$ cat config.mk
export PLATFORM = sky130hd
export DESIGN_NAME = proxy_v2_header_parser_top
export DESIGN_NICKNAME = d
export VERILOG_FILES = /design/src/sv/pvh_pkg.sv /design/src/sv/pvh_ram.sv /design/src/sv/pvh_ctrl.sv /design/src/sv/pvh_dp.sv /design/src/sv/proxy_v2_header_parser_top.sv
export SDC_FILE = /design/constraint.sdc
export NUM_CORES = 2
export LEC_CHECK = 0
export BUFFER_PORTS_ARGS = -buffer_cell sky130_fd_sc_hd__buf_2
export CORE_UTILIZATION = 54
export DETAILED_ROUTE_END_ITERATION = 8
export GPL_TIMING_DRIVEN = 1
export PLACE_DENSITY = 0.81
export SYNTH_ARGS = -nofsm -noshare
export SYNTH_HDL_FRONTEND = slang
export SYNTH_SLANG_ARGS = --single-unit
$ cat constraint.sdc
create_clock -name clk -period 20.1 [get_ports clk]
set_input_delay 2.01 -clock clk [delete_from_list [all_inputs] [get_ports clk]]
set_output_delay 2.01 -clock clk [all_outputs]
set_load 0.05 [all_outputs]
$ cat src/sv/pvh_pkg.sv
// Package of the PROXY v2 header parser: constants, codes and shared types.
// Depends on nothing; used by every module of the block but pvh_ram.
package pvh_pkg;

  localparam int ID_STORE_BYTES = 32;
  localparam int ID_AW = (ID_STORE_BYTES > 1) ? $clog2(ID_STORE_BYTES) : 1;
  localparam int ID_CW = $clog2(ID_STORE_BYTES + 1);

  localparam logic [7:0] CMD_LOCAL = 8'h20;
  localparam logic [7:0] FAM_IPV4 = 8'h11;
  localparam logic [7:0] FAM_IPV6 = 8'h21;
  localparam logic [7:0] TLV_EPID = 8'hea;
  localparam logic [7:0] TLV_ID8 = 8'he0;
  localparam logic [7:0] TLV_ID5 = 8'hee;
  localparam logic [7:0] ID5_VERSION = 8'h01;
  localparam logic [16:0] IPV4_END = 17'd27;
  localparam logic [16:0] IPV6_END = 17'd51;

  localparam logic [2:0] ST_OK = 3'd0;
  localparam logic [2:0] ST_BAD_FAMILY = 3'd1;
  localparam logic [2:0] ST_BAD_ID8_LEN = 3'd2;
  localparam logic [2:0] ST_BAD_ID5_LEN = 3'd3;
  localparam logic [2:0] ST_BAD_ID5_VER = 3'd4;
  localparam logic [2:0] ST_EMPTY_EPID = 3'd5;

  localparam logic [1:0] KIND_LOCAL = 2'd0;
  localparam logic [1:0] KIND_IPV4 = 2'd1;
  localparam logic [1:0] KIND_IPV6 = 2'd2;
  localparam logic [1:0] KIND_IDBYTE = 2'd3;

  localparam logic [1:0] SRC_NONE = 2'd0;
  localparam logic [1:0] SRC_EPID = 2'd1;
  localparam logic [1:0] SRC_ID8 = 2'd2;
  localparam logic [1:0] SRC_ID5 = 2'd3;

  typedef enum logic [2:0] {
    PH_TYPE, PH_LEN_HI, PH_LEN_LO, PH_VALUE, PH_SKIP, PH_STOP
  } tlv_phase_t;

  typedef enum logic [1:0] {
    S_PARSE, S_SUMMARY, S_IDREAD, S_IDOUT
  } ctl_state_t;

  // Controller to datapath.
  typedef struct packed {
    logic clear;       // restart the parse on frame start
    logic take_byte;   // absorb the accepted byte
    logic rd_start;    // begin reading the id store from entry zero
    logic rd_next;     // advance the id store read pointer
  } pvh_cmd_t;

  // Datapath to controller.
  typedef struct packed {
    logic              hdr_end;   // this byte finishes the header
    logic [ID_CW-1:0]  id_count;
    logic              rd_last;   // read pointer is at the last stored byte
  } pvh_stat_t;

endpackage

$ cat src/sv/pvh_ram.sv
// Generic single-port-write, registered-read RAM.
// Depends on nothing.
module pvh_ram #(
  parameter int WIDTH = 8,
  parameter int DEPTH = 32
) (
  input  logic                           clk,
  input  logic                           we,
  input  logic [$clog2(DEPTH > 1 ? DEPTH : 2)-1:0] waddr,
  input  logic [WIDTH-1:0]               wdata,
  input  logic [$clog2(DEPTH > 1 ? DEPTH : 2)-1:0] raddr,
  output logic [WIDTH-1:0]               rdata
);

  logic [WIDTH-1:0] mem [DEPTH];

  // Write port and registered read port.
  always_ff @(posedge clk) begin
    if (we) begin
      mem[waddr] <= wdata;
    end
    rdata <= mem[raddr];
  end

endmodule

$ cat src/sv/pvh_ctrl.sv
// Controller of the PROXY v2 header parser: handshakes and record sequencing.
// Depends on pvh_pkg.
module pvh_ctrl (
  input  logic                clk,
  input  logic                rst,
  input  logic                in_valid,
  input  logic                frame_start,
  output logic                in_ready,
  output logic                out_load_sum,
  output logic                out_load_id,
  input  logic                out_free,
  output pvh_pkg::pvh_cmd_t   cmd,
  input  pvh_pkg::pvh_stat_t  stat
);

  pvh_pkg::ctl_state_t state, state_next;
  logic acc;

  assign acc = in_valid && in_ready;

  // State register.
  always_ff @(posedge clk) begin
    if (rst) begin
      state <= pvh_pkg::S_PARSE;
    end else begin
      state <= state_next;
    end
  end

  // Next state.
  always_comb begin
    state_next = state;
    unique case (state)
      pvh_pkg::S_PARSE: begin
        if (acc && stat.hdr_end) state_next = pvh_pkg::S_SUMMARY;
      end
      pvh_pkg::S_SUMMARY: begin
        if (out_free) begin
          state_next = (stat.id_count == '0) ? pvh_pkg::S_PARSE : pvh_pkg::S_IDREAD;
        end
      end
      pvh_pkg::S_IDREAD: state_next = pvh_pkg::S_IDOUT;
      pvh_pkg::S_IDOUT: begin
        if (out_free) begin
          state_next = stat.rd_last ? pvh_pkg::S_PARSE : pvh_pkg::S_IDREAD;
        end
      end
      default: state_next = pvh_pkg::S_PARSE;
    endcase
  end

  // Outputs.
  always_comb begin
    in_ready = 1'b0;
    out_load_sum = 1'b0;
    out_load_id = 1'b0;
    cmd = '0;
    unique case (state)
      pvh_pkg::S_PARSE: begin
        in_ready = 1'b1;
        cmd.clear = acc && frame_start;
        cmd.take_byte = acc;
      end
      pvh_pkg::S_SUMMARY: begin
        out_load_sum = out_free;
        cmd.rd_start = 1'b1;
      end
      pvh_pkg::S_IDREAD: ;
      pvh_pkg::S_IDOUT: begin
        out_load_id = out_free;
        cmd.rd_next = out_free;
      end
      default: ;
    endcase
  end

endmodule

$ cat src/sv/pvh_dp.sv
// Datapath of the PROXY v2 header parser: header fields, TLV walk, id store.
// Depends on pvh_pkg and pvh_ram.
module pvh_dp (
  input  logic               clk,
  input  logic               rst,
  input  logic [7:0]         data_byte,
  input  pvh_pkg::pvh_cmd_t  cmd,
  output pvh_pkg::pvh_stat_t stat,
  output logic [2:0]         sum_status,
  output logic [1:0]         sum_kind,
  output logic [63:0]        addr0,
  output logic [63:0]        addr1,
  output logic [63:0]        addr2,
  output logic [63:0]        addr3,
  output logic [15:0]        port0,
  output logic [15:0]        port1,
  output logic [1:0]         sum_src,
  output logic [63:0]        sum_vpc_id,
  output logic [7:0]         rd_byte
);

  localparam int AW = pvh_pkg::ID_AW;
  localparam int CW = pvh_pkg::ID_CW;

  logic [16:0] byte_position;
  logic [7:0]  ver_cmd_byte;
  logic [7:0]  family_byte;
  logic [16:0] total_length;
  logic [63:0] aw [4];
  logic [15:0] pw [2];
  pvh_pkg::tlv_phase_t tlv_phase;
  logic [7:0]  tlv_type;
  logic [15:0] tlv_length;
  logic [15:0] tlv_offset;
  logic [63:0] id_accumulator;
  logic [CW-1:0] id_count;
  logic [2:0]  status_reg;
  logic        done_flag;
  logic [AW-1:0] rd_ptr;

  // Per-byte decode of the current frame (after an optional restart).
  logic [16:0] pos;
  logic [7:0]  vc, fam;
  logic [16:0] tlen;
  logic        done_eff;
  logic        is_local, is_v4, is_v6;
  logic        in_tlv;
  logic [15:0] len_full;
  logic [15:0] off_inc;
  logic        store_we;

  assign pos = cmd.clear ? 17'd0 : byte_position;
  assign vc = cmd.clear ? 8'd0 : ver_cmd_byte;
  assign fam = cmd.clear ? 8'd0 : family_byte;
  assign tlen = cmd.clear ? 17'd0 : total_length;
  assign done_eff = cmd.clear ? 1'b0 : done_flag;
  assign is_local = (vc == pvh_pkg::CMD_LOCAL);
  assign is_v4 = !is_local && fam == pvh_pkg::FAM_IPV4;
  assign is_v6 = !is_local && fam == pvh_pkg::FAM_IPV6;
  assign in_tlv = (is_v4 && pos > pvh_pkg::IPV4_END) || (is_v6 && pos > pvh_pkg::IPV6_END);
  assign len_full = {tlv_length[15:8], data_byte};
  assign off_inc = tlv_offset + 16'd1;

  // The header ends on the byte whose successor position reaches the length.
  logic [16:0] tlen_now;
  logic [17:0] pos_inc;
  assign tlen_now = (pos == 17'd15) ? ({tlen[16:8], data_byte} + 17'd16) : tlen;
  assign pos_inc = {1'b0, pos} + 18'd1;
  assign stat.hdr_end = !done_eff && pos >= 17'd15 && pos_inc >= {1'b0, tlen_now};
  assign stat.id_count = id_count;
  assign stat.rd_last = ({{(CW-AW){1'b0}}, rd_ptr} + CW'(1)) >= id_count;

  assign store_we = cmd.take_byte && !done_eff && in_tlv && tlv_phase == pvh_pkg::PH_VALUE
                    && tlv_type == pvh_pkg::TLV_EPID && tlv_offset != 16'd0
                    && id_count < CW'(pvh_pkg::ID_STORE_BYTES);

  // Header field, address and TLV registers.
  always_ff @(posedge clk) begin
    if (rst) begin
      byte_position <= '0;
      ver_cmd_byte <= '0;
      family_byte <= '0;
      total_length <= '0;
      aw <= '{default: '0};
      pw <= '{default: '0};
      tlv_phase <= pvh_pkg::PH_TYPE;
      tlv_type <= '0;
      tlv_length <= '0;
      tlv_offset <= '0;
      id_accumulator <= '0;
      id_count <= '0;
      status_reg <= pvh_pkg::ST_OK;
      done_flag <= 1'b0;
    end else if (cmd.take_byte) begin
      // The position restarts through pos below.
      if (cmd.clear) begin
        ver_cmd_byte <= '0;
        family_byte <= '0;
        total_length <= '0;
        aw <= '{default: '0};
        pw <= '{default: '0};
        tlv_phase <= pvh_pkg::PH_TYPE;
        tlv_type <= '0;
        tlv_length <= '0;
        tlv_offset <= '0;
        id_accumulator <= '0;
        id_count <= '0;
        status_reg <= pvh_pkg::ST_OK;
        done_flag <= 1'b0;
      end
      if (!done_eff) begin
        byte_position <= pos_inc[16:0];
        if (stat.hdr_end) begin
          done_flag <= 1'b1;
          if (!is_local && !is_v4 && !is_v6) status_reg <= pvh_pkg::ST_BAD_FAMILY;
        end
        if (pos == 17'd12) ver_cmd_byte <= data_byte;
        if (pos == 17'd13) family_byte <= data_byte;
        if (pos == 17'd14) total_length <= {1'b0, data_byte, 8'd0};
        if (pos == 17'd15) total_length <= tlen_now;
        // Address and port capture, big-endian.
        if (pos >= 17'd16 && is_v4 && pos <= pvh_pkg::IPV4_END) begin
          if (pos < 17'd20) aw[1] <= {32'd0, aw[1][23:0], data_byte};
          else if (pos < 17'd24) aw[3] <= {32'd0, aw[3][23:0], data_byte};
          else if (pos < 17'd26) pw[0] <= {pw[0][7:0], data_byte};
          else pw[1] <= {pw[1][7:0], data_byte};
        end
        if (pos >= 17'd16 && is_v6 && pos <= pvh_pkg::IPV6_END) begin
          if (pos < 17'd48) begin
            aw[pos[4:3] - 2'd2] <= {aw[pos[4:3] - 2'd2][55:0], data_byte};
          end else if (pos < 17'd50) pw[0] <= {pw[0][7:0], data_byte};
          else pw[1] <= {pw[1][7:0], data_byte};
        end
        // TLV walk.
        if (in_tlv) begin
          unique case (tlv_phase)
            pvh_pkg::PH_TYPE: begin
              tlv_type <= data_byte;
              tlv_length <= '0;
              tlv_phase <= pvh_pkg::PH_LEN_HI;
            end
            pvh_pkg::PH_LEN_HI: begin
              tlv_length <= {data_byte, 8'd0};
              tlv_phase <= pvh_pkg::PH_LEN_LO;
            end
            pvh_pkg::PH_LEN_LO: begin
              tlv_length <= len_full;
              tlv_offset <= '0;
              if (tlv_type == pvh_pkg::TLV_EPID) begin
                if (len_full == 16'd0) begin
                  status_reg <= pvh_pkg::ST_EMPTY_EPID;
                  tlv_phase <= pvh_pkg::PH_STOP;
                end else tlv_phase <= pvh_pkg::PH_VALUE;
              end else if (tlv_type == pvh_pkg::TLV_ID8) begin
                if (len_full != 16'd8) begin
                  status_reg <= pvh_pkg::ST_BAD_ID8_LEN;
                  tlv_phase <= pvh_pkg::PH_STOP;
                end else tlv_phase <= pvh_pkg::PH_VALUE;
              end else if (tlv_type == pvh_pkg::TLV_ID5) begin
                if (len_full != 16'd5) begin
                  status_reg <= pvh_pkg::ST_BAD_ID5_LEN;
                  tlv_phase <= pvh_pkg::PH_STOP;
                end else tlv_phase <= pvh_pkg::PH_VALUE;
              end else begin
                tlv_phase <= (len_full == 16'd0) ? pvh_pkg::PH_TYPE : pvh_pkg::PH_SKIP;
              end
            end
            pvh_pkg::PH_VALUE: begin
              if (tlv_type == pvh_pkg::TLV_EPID) begin
                if (store_we) id_count <= id_count + CW'(1);
              end else if (tlv_type == pvh_pkg::TLV_ID8) begin
                id_accumulator <= {id_accumulator[55:0], data_byte};
              end else if (tlv_offset == 16'd0) begin
                if (data_byte != pvh_pkg::ID5_VERSION) status_reg <= pvh_pkg::ST_BAD_ID5_VER;
              end else if (tlv_offset <= 16'd4) begin
                id_accumulator[{tlv_offset[1:0] - 2'd1, 3'b000} +: 8] <= data_byte;
              end
              if (tlv_type == pvh_pkg::TLV_ID5 && tlv_offset == 16'd0
                  && data_byte != pvh_pkg::ID5_VERSION) begin
                tlv_phase <= pvh_pkg::PH_STOP;
              end else if (off_inc >= tlv_length) begin
                tlv_phase <= pvh_pkg::PH_STOP;
              end else tlv_offset <= off_inc;
            end
            pvh_pkg::PH_SKIP: begin
              if (off_inc >= tlv_length) tlv_phase <= pvh_pkg::PH_TYPE;
              else tlv_offset <= off_inc;
            end
            default: ;
          endcase
        end
      end
    end
  end

  // Summary fields from the finished frame.
  logic vend, src_on;
  assign sum_kind = (ver_cmd_byte == pvh_pkg::CMD_LOCAL) ? pvh_pkg::KIND_LOCAL :
                    (family_byte == pvh_pkg::FAM_IPV4) ? pvh_pkg::KIND_IPV4 :
                    (family_byte == pvh_pkg::FAM_IPV6) ? pvh_pkg::KIND_IPV6 :
                    pvh_pkg::KIND_LOCAL;
  assign sum_status = status_reg;
  assign vend = tlv_type == pvh_pkg::TLV_EPID || tlv_type == pvh_pkg::TLV_ID8 ||
                tlv_type == pvh_pkg::TLV_ID5;
  assign src_on = vend && tlv_phase != pvh_pkg::PH_TYPE && tlv_phase != pvh_pkg::PH_SKIP;
  assign sum_src = !src_on ? pvh_pkg::SRC_NONE :
                   (tlv_type == pvh_pkg::TLV_EPID) ? pvh_pkg::SRC_EPID :
                   (tlv_type == pvh_pkg::TLV_ID8) ? pvh_pkg::SRC_ID8 : pvh_pkg::SRC_ID5;
  assign sum_vpc_id = (sum_src == pvh_pkg::SRC_ID8 || sum_src == pvh_pkg::SRC_ID5) ?
                      id_accumulator : 64'd0;
  assign addr0 = aw[0];
  assign addr1 = aw[1];
  assign addr2 = aw[2];
  assign addr3 = aw[3];
  assign port0 = pw[0];
  assign port1 = pw[1];

  // Read pointer over the id store.
  logic [AW-1:0] rd_addr;
  always_ff @(posedge clk) begin
    if (rst) begin
      rd_ptr <= '0;
    end else if (cmd.rd_start) begin
      rd_ptr <= '0;
    end else if (cmd.rd_next) begin
      rd_ptr <= rd_ptr + AW'(1);
    end
  end
  assign rd_addr = rd_ptr;

  pvh_ram #(.WIDTH(8), .DEPTH(pvh_pkg::ID_STORE_BYTES)) u_store (
    .clk  (clk),
    .we   (store_we),
    .waddr(id_count[AW-1:0]),
    .wdata(data_byte),
    .raddr(rd_addr),
    .rdata(rd_byte)
  );

endmodule

$ cat src/sv/proxy_v2_header_parser_top.sv
// PROXY v2 header parser: one header byte per beat on the input stream,
// one summary beat then one beat per stored endpoint-id byte at header end.
// Depends on pvh_pkg, pvh_ctrl, pvh_dp and pvh_ram.
//
// Header bytes are taken at one per cycle. On the byte that ends the header
// the parser stops taking input and emits a summary beat, then for each of
// the N stored endpoint-id bytes (N up to 32) one beat, made of a store read
// and then an output load. No new header byte is taken before the last beat
// is loaded. The id store is a registered-read RAM with one read port.
module proxy_v2_header_parser_top (
  input  logic         clk,
  input  logic         rst,
  input  logic         s_tvalid,
  output logic         s_tready,
  input  logic [7:0]   s_tdata,   // data_byte
  input  logic         s_tuser,   // frame_start
  output logic         m_tvalid,
  input  logic         m_tready,
  // status[2:0], conn_kind[4:3], src_addr_hi[68:5], src_addr_lo[132:69],
  // dst_addr_hi[196:133], dst_addr_lo[260:197], source port[276:261],
  // destination port[292:277], vpc_source[294:293], vpc_id[358:295],
  // id_byte[366:359], zero fill [367]
  output logic [367:0] m_tdata,
  output logic         m_tlast
);

  pvh_pkg::pvh_cmd_t  cmd;
  pvh_pkg::pvh_stat_t stat;
  logic load_sum, load_id, out_free;
  logic [2:0] sum_status;
  logic [1:0] sum_kind, sum_src;
  logic [63:0] a0, a1, a2, a3, sum_vpc_id;
  logic [15:0] p0, p1;
  logic [7:0] rd_byte;

  assign out_free = !m_tvalid || m_tready;

  pvh_ctrl u_ctrl (
    .clk(clk), .rst(rst), .in_valid(s_tvalid), .frame_start(s_tuser),
    .in_ready(s_tready), .out_load_sum(load_sum), .out_load_id(load_id),
    .out_free(out_free), .cmd(cmd), .stat(stat)
  );

  pvh_dp u_dp (
    .clk(clk), .rst(rst), .data_byte(s_tdata), .cmd(cmd), .stat(stat),
    .sum_status(sum_status), .sum_kind(sum_kind), .addr0(a0), .addr1(a1),
    .addr2(a2), .addr3(a3), .port0(p0), .port1(p1), .sum_src(sum_src),
    .sum_vpc_id(sum_vpc_id), .rd_byte(rd_byte)
  );

  // Output register; the store read pointer marks the final id beat.
  always_ff @(posedge clk) begin
    if (rst) begin
      m_tvalid <= 1'b0;
    end else begin
      if (m_tvalid && m_tready) m_tvalid <= 1'b0;
      if (load_sum) begin
        m_tvalid <= 1'b1;
        m_tdata <= {1'b0, 8'd0, sum_vpc_id, sum_src, p1, p0, a3, a2, a1, a0,
                    sum_kind, sum_status};
        m_tlast <= (stat.id_count == '0);
      end else if (load_id) begin
        m_tvalid <= 1'b1;
        m_tdata <= {1'b0, rd_byte, 64'd0, 2'd0, 16'd0, 16'd0, 256'd0,
                    pvh_pkg::KIND_IDBYTE, 3'd0};
        m_tlast <= stat.rd_last;
      end
    end
  end

endmodule

==> impl_metrics.py <==
metrics = {
    "die": {
        "dieArea_um2": 85600,
        "fp.coreArea_um2": 83600,
        "die_h_um": 293,
        "die_x_um": 293,
        "boundaryPins": 384,
        "rows": 106,
        "start_util_pct": 54.6,
    },
    "clock_tree": {
        "cts_tree": "built",
        "htree_num_levels": 3,
        "numCtsBuffers": 108,
        "hold_buffers": 0,
        "clk_pin_slew_worst_paths_ps": 70,
        "postCtsSetupRepairBufs": 0,
        "cts_root_buffer": "clkbuf_16",
        "cts_resized": 0,
        "worst_skew_pair.late_latency_ps": 700,
        "clock_path_buffers": 3,
        "cts.sinks": 1095,
    },
    "global_routing": {
        "grt_max_degree": 149,
        "gr-total-overflow": 0,
        "grt_pass1_wl_um": 193000,
        "grt_pass1_vias": 31600,
        "grt_usage_pct": 29.4,
        "antenna_found_initial": 2,
    },
    "logic_synthesis": {
        "synth.avg_cell_area_um2": 11.8,
        "syn_nets": 3946,
        "synthCells": 3875,
        "ys_seq_area_share_pct": 61.8,
        "synth_edf_count": 624,
        "yosysWarningCount": 0,
        "async_flop_share_pct": 0,
        "ys.flop_type": "edfxtp_1",
        "synth_seq_cells": 1095,
        "synth_area_um2": 45600,
        "synth_cell_types": 81,
    },
    "sta": {
        "timing.fmax_mhz": 137,
        "hold_viol_final": 0,
        "fin_crit_ps": 7280,
        "slew_headroom_pct": 11.0,
        "fin_skew_ps": 36.0,
        "fin_tns_setup_ps": 0,
        "report.final.slew_viol_count": 0,
        "setup_viol": 0,
        "rsz0062_at_grt": "no",
        "worstMarginPinSlew_ps": 1330,
        "period_share_pct": 36.2,
    },
    "pwr": {
        "p_leak_nw": 19.2,
        "irDropWorstVdd_v": 0.0000723,
        "power_density_nw_per_um2": 88.5,
    },
    "routing": {
        "post_drt_via_cell_ratio": 6.22,
        "drc": 0,
        "postRouteAntennaNets": 0,
        "wl_per_cell_um": 23.9,
        "wl_um": 127000,
        "firstDrtPassIters": 6,
        "drt-initial-drc-count": 4123,
        "vias": 33000,
    },
    "placed_design": {
        "dp_hpwl_um": 80700,
        "port_buffers": 382,
        "dpl-instance-area_um2": 48300,
        "gp_congestion": 0.924,
    },
    "final_layout": {
        "layout-drive-gt1-share_pct": 17.6,
        "final_common_cell": "edfxtp_1",
        "design_area_um2": 52200,
        "fill_cells": 6292,
        "area_growth_syn_to_layout_pct": 14.5,
        "fin_nets": 4211,
        "layout_common_cells": "624 x edfxtp_1, 467 x dfxtp_1, 401 x nor2_1",
    },
    "min_path": {
        "hp-class": "reg2reg",
    },
    "setup_path": {
        "path_class": "in2reg",
        "critPathLaunchType": "input pin",
        "worstPathRequired_ps": 20700,
        "critPathCaptureType": "flip-flop",
        "crit_path_max_fanout": 47,
        "arrival_ps": 7880,
    },
    "flow_run": {
        "cap_viol_max_count": 0,
    },
    "status": {
        "status": "completed",
    },
}
[path summary, 6_finish.rpt]
kind / from / to / slack [ps] / cells past startpoint
worst max-delay path: s_tuser / u_dp.sum_status[2] / 12820 / 21
worst min-delay path: u_dp.addr2[63] / u_dp.addr2[63] / 450 / 2
worst max register to register: u_ctrl.state[1] / u_dp.sum_status[2] / 13640 / 20
worst min register to register: u_dp.addr2[63] / u_dp.addr2[63] / 450 / 2
[layer usage]
layer	up-vias	wire length [um]	part of all wire, %	GRT usage [%]
met5	-	13	0.010	0
met2	1858	60100	47	47.4
met3	347	11900	9.4	5.34
li1	14800	-	-	-
met1	16000	49400	39	39.1
met4	2	5550	4.4	12.6
[Yosys cell counts (59+ instances only)]
cell type / count / area share [%]
edfxtp_1: 624 / 41
nor2_1: 407 / 3.4
o2bb2ai_1: 72 / 1.4
mux2i_1: 59 / 1.3
o21ai_0: 190 / 2.1
nand3_1: 77 / 0.85
a21oi_1: 167 / 1.8
mux4_2: 80 / 4.0
a22o_1: 82 / 1.6
dfxtp_1: 471 / 21
and2_1: 364 / 5.0
clkbuf_1: 242 / 2.0
nand2_1: 328 / 2.7
[registers in the layout, indices dropped and copies added (netlist names), 6 cells and up]
name                 count
u_dp.byte_position      17
u_dp.u_store.rdata       8
u_dp.addr0              64
u_dp.ver_cmd_byte        8
u_dp.tlv_type            8
u_dp.port1              16
u_dp.total_length       17
u_dp.port0              16
u_dp.addr2              64
u_dp.id_accumulator     64
u_dp.family_byte         8
u_dp.tlv_offset         16
u_dp.u_store.mem       256
u_dp.tlv_length         16
u_dp.id_count            6
u_dp.addr1              64
u_dp.addr3              64
m_tdata                367
[stage by stage]
step	util [%]	power (W)	worst slack (ps)	instances	hold WS (ps)
2_1_floorplan	-	0.00245	907	3875	417
3_3_place_gp	57.8	0.00249	12380	5110	427
3_5_place_dp	57.8	0.00249	12230	5110	434
4_1_cts	62.5	0.00464	12930	5314	449
5_1_grt	62.5	0.00474	12500	5314	472
6_report	62.5	0.00462	12820	5316	446
[kinds of logic (layout without fill, tap and decap cells)]
family	count (synthesis)	count (layout)	synth area share, %
and+or+nand+nor	1373	1373	14.7
DFF	1095	1095	61.8
AOI/OAI and AO/OA	833	833	12.8
buffers and inverters	322	681	2.72
muxes	147	147	5.44
adders and majority gates	58	58	1.59
xor gates and xnor gates	46	46	0.884
other	1	3	0.00822
[report_power, final]
group	internal, W	switching (W)	leakage (nW)	total, W
Clock	0.00128	0.000891	1.89	0.00217
Combinational	0.0000156	0.0000813	7.14	0.0000968
Sequential	0.00235	0.00000120	10.1	0.00235
Total	0.00365	0.000974	19.2	0.00462
[critical path, cell delays in order]
cell and delay (ps):
buf_2 160, nand4bb_4 380, buf_4 610, nand2_1 200, inv_1 130, ha_1 240, nand3_1 230, or4_1 940
or3_1 530, nor3_1 200, xor2_1 160, nand2_1 90, ha_1 350, nand3_1 120, nor3_1 80, a221oi_1 270
o211ai_1 170, o21a_1 320, a21oi_1 250, nand4b_1 130, a221oi_1 270
[layout make-up]
cell class                 instances  area [um^2]  area share, %
sequential                      1095        28200           54.0
multi-input combinational       2458        16300           31.3
timing repair buffer             435         2310           4.43
inverter                          42          158          0.302
clock inverter                    68          932           1.79
clock buffer                     136         2940           5.64
antenna                            2         5.00        0.00959
tap                             1080         1350           2.59
Power figures use the tool's default switching activity.
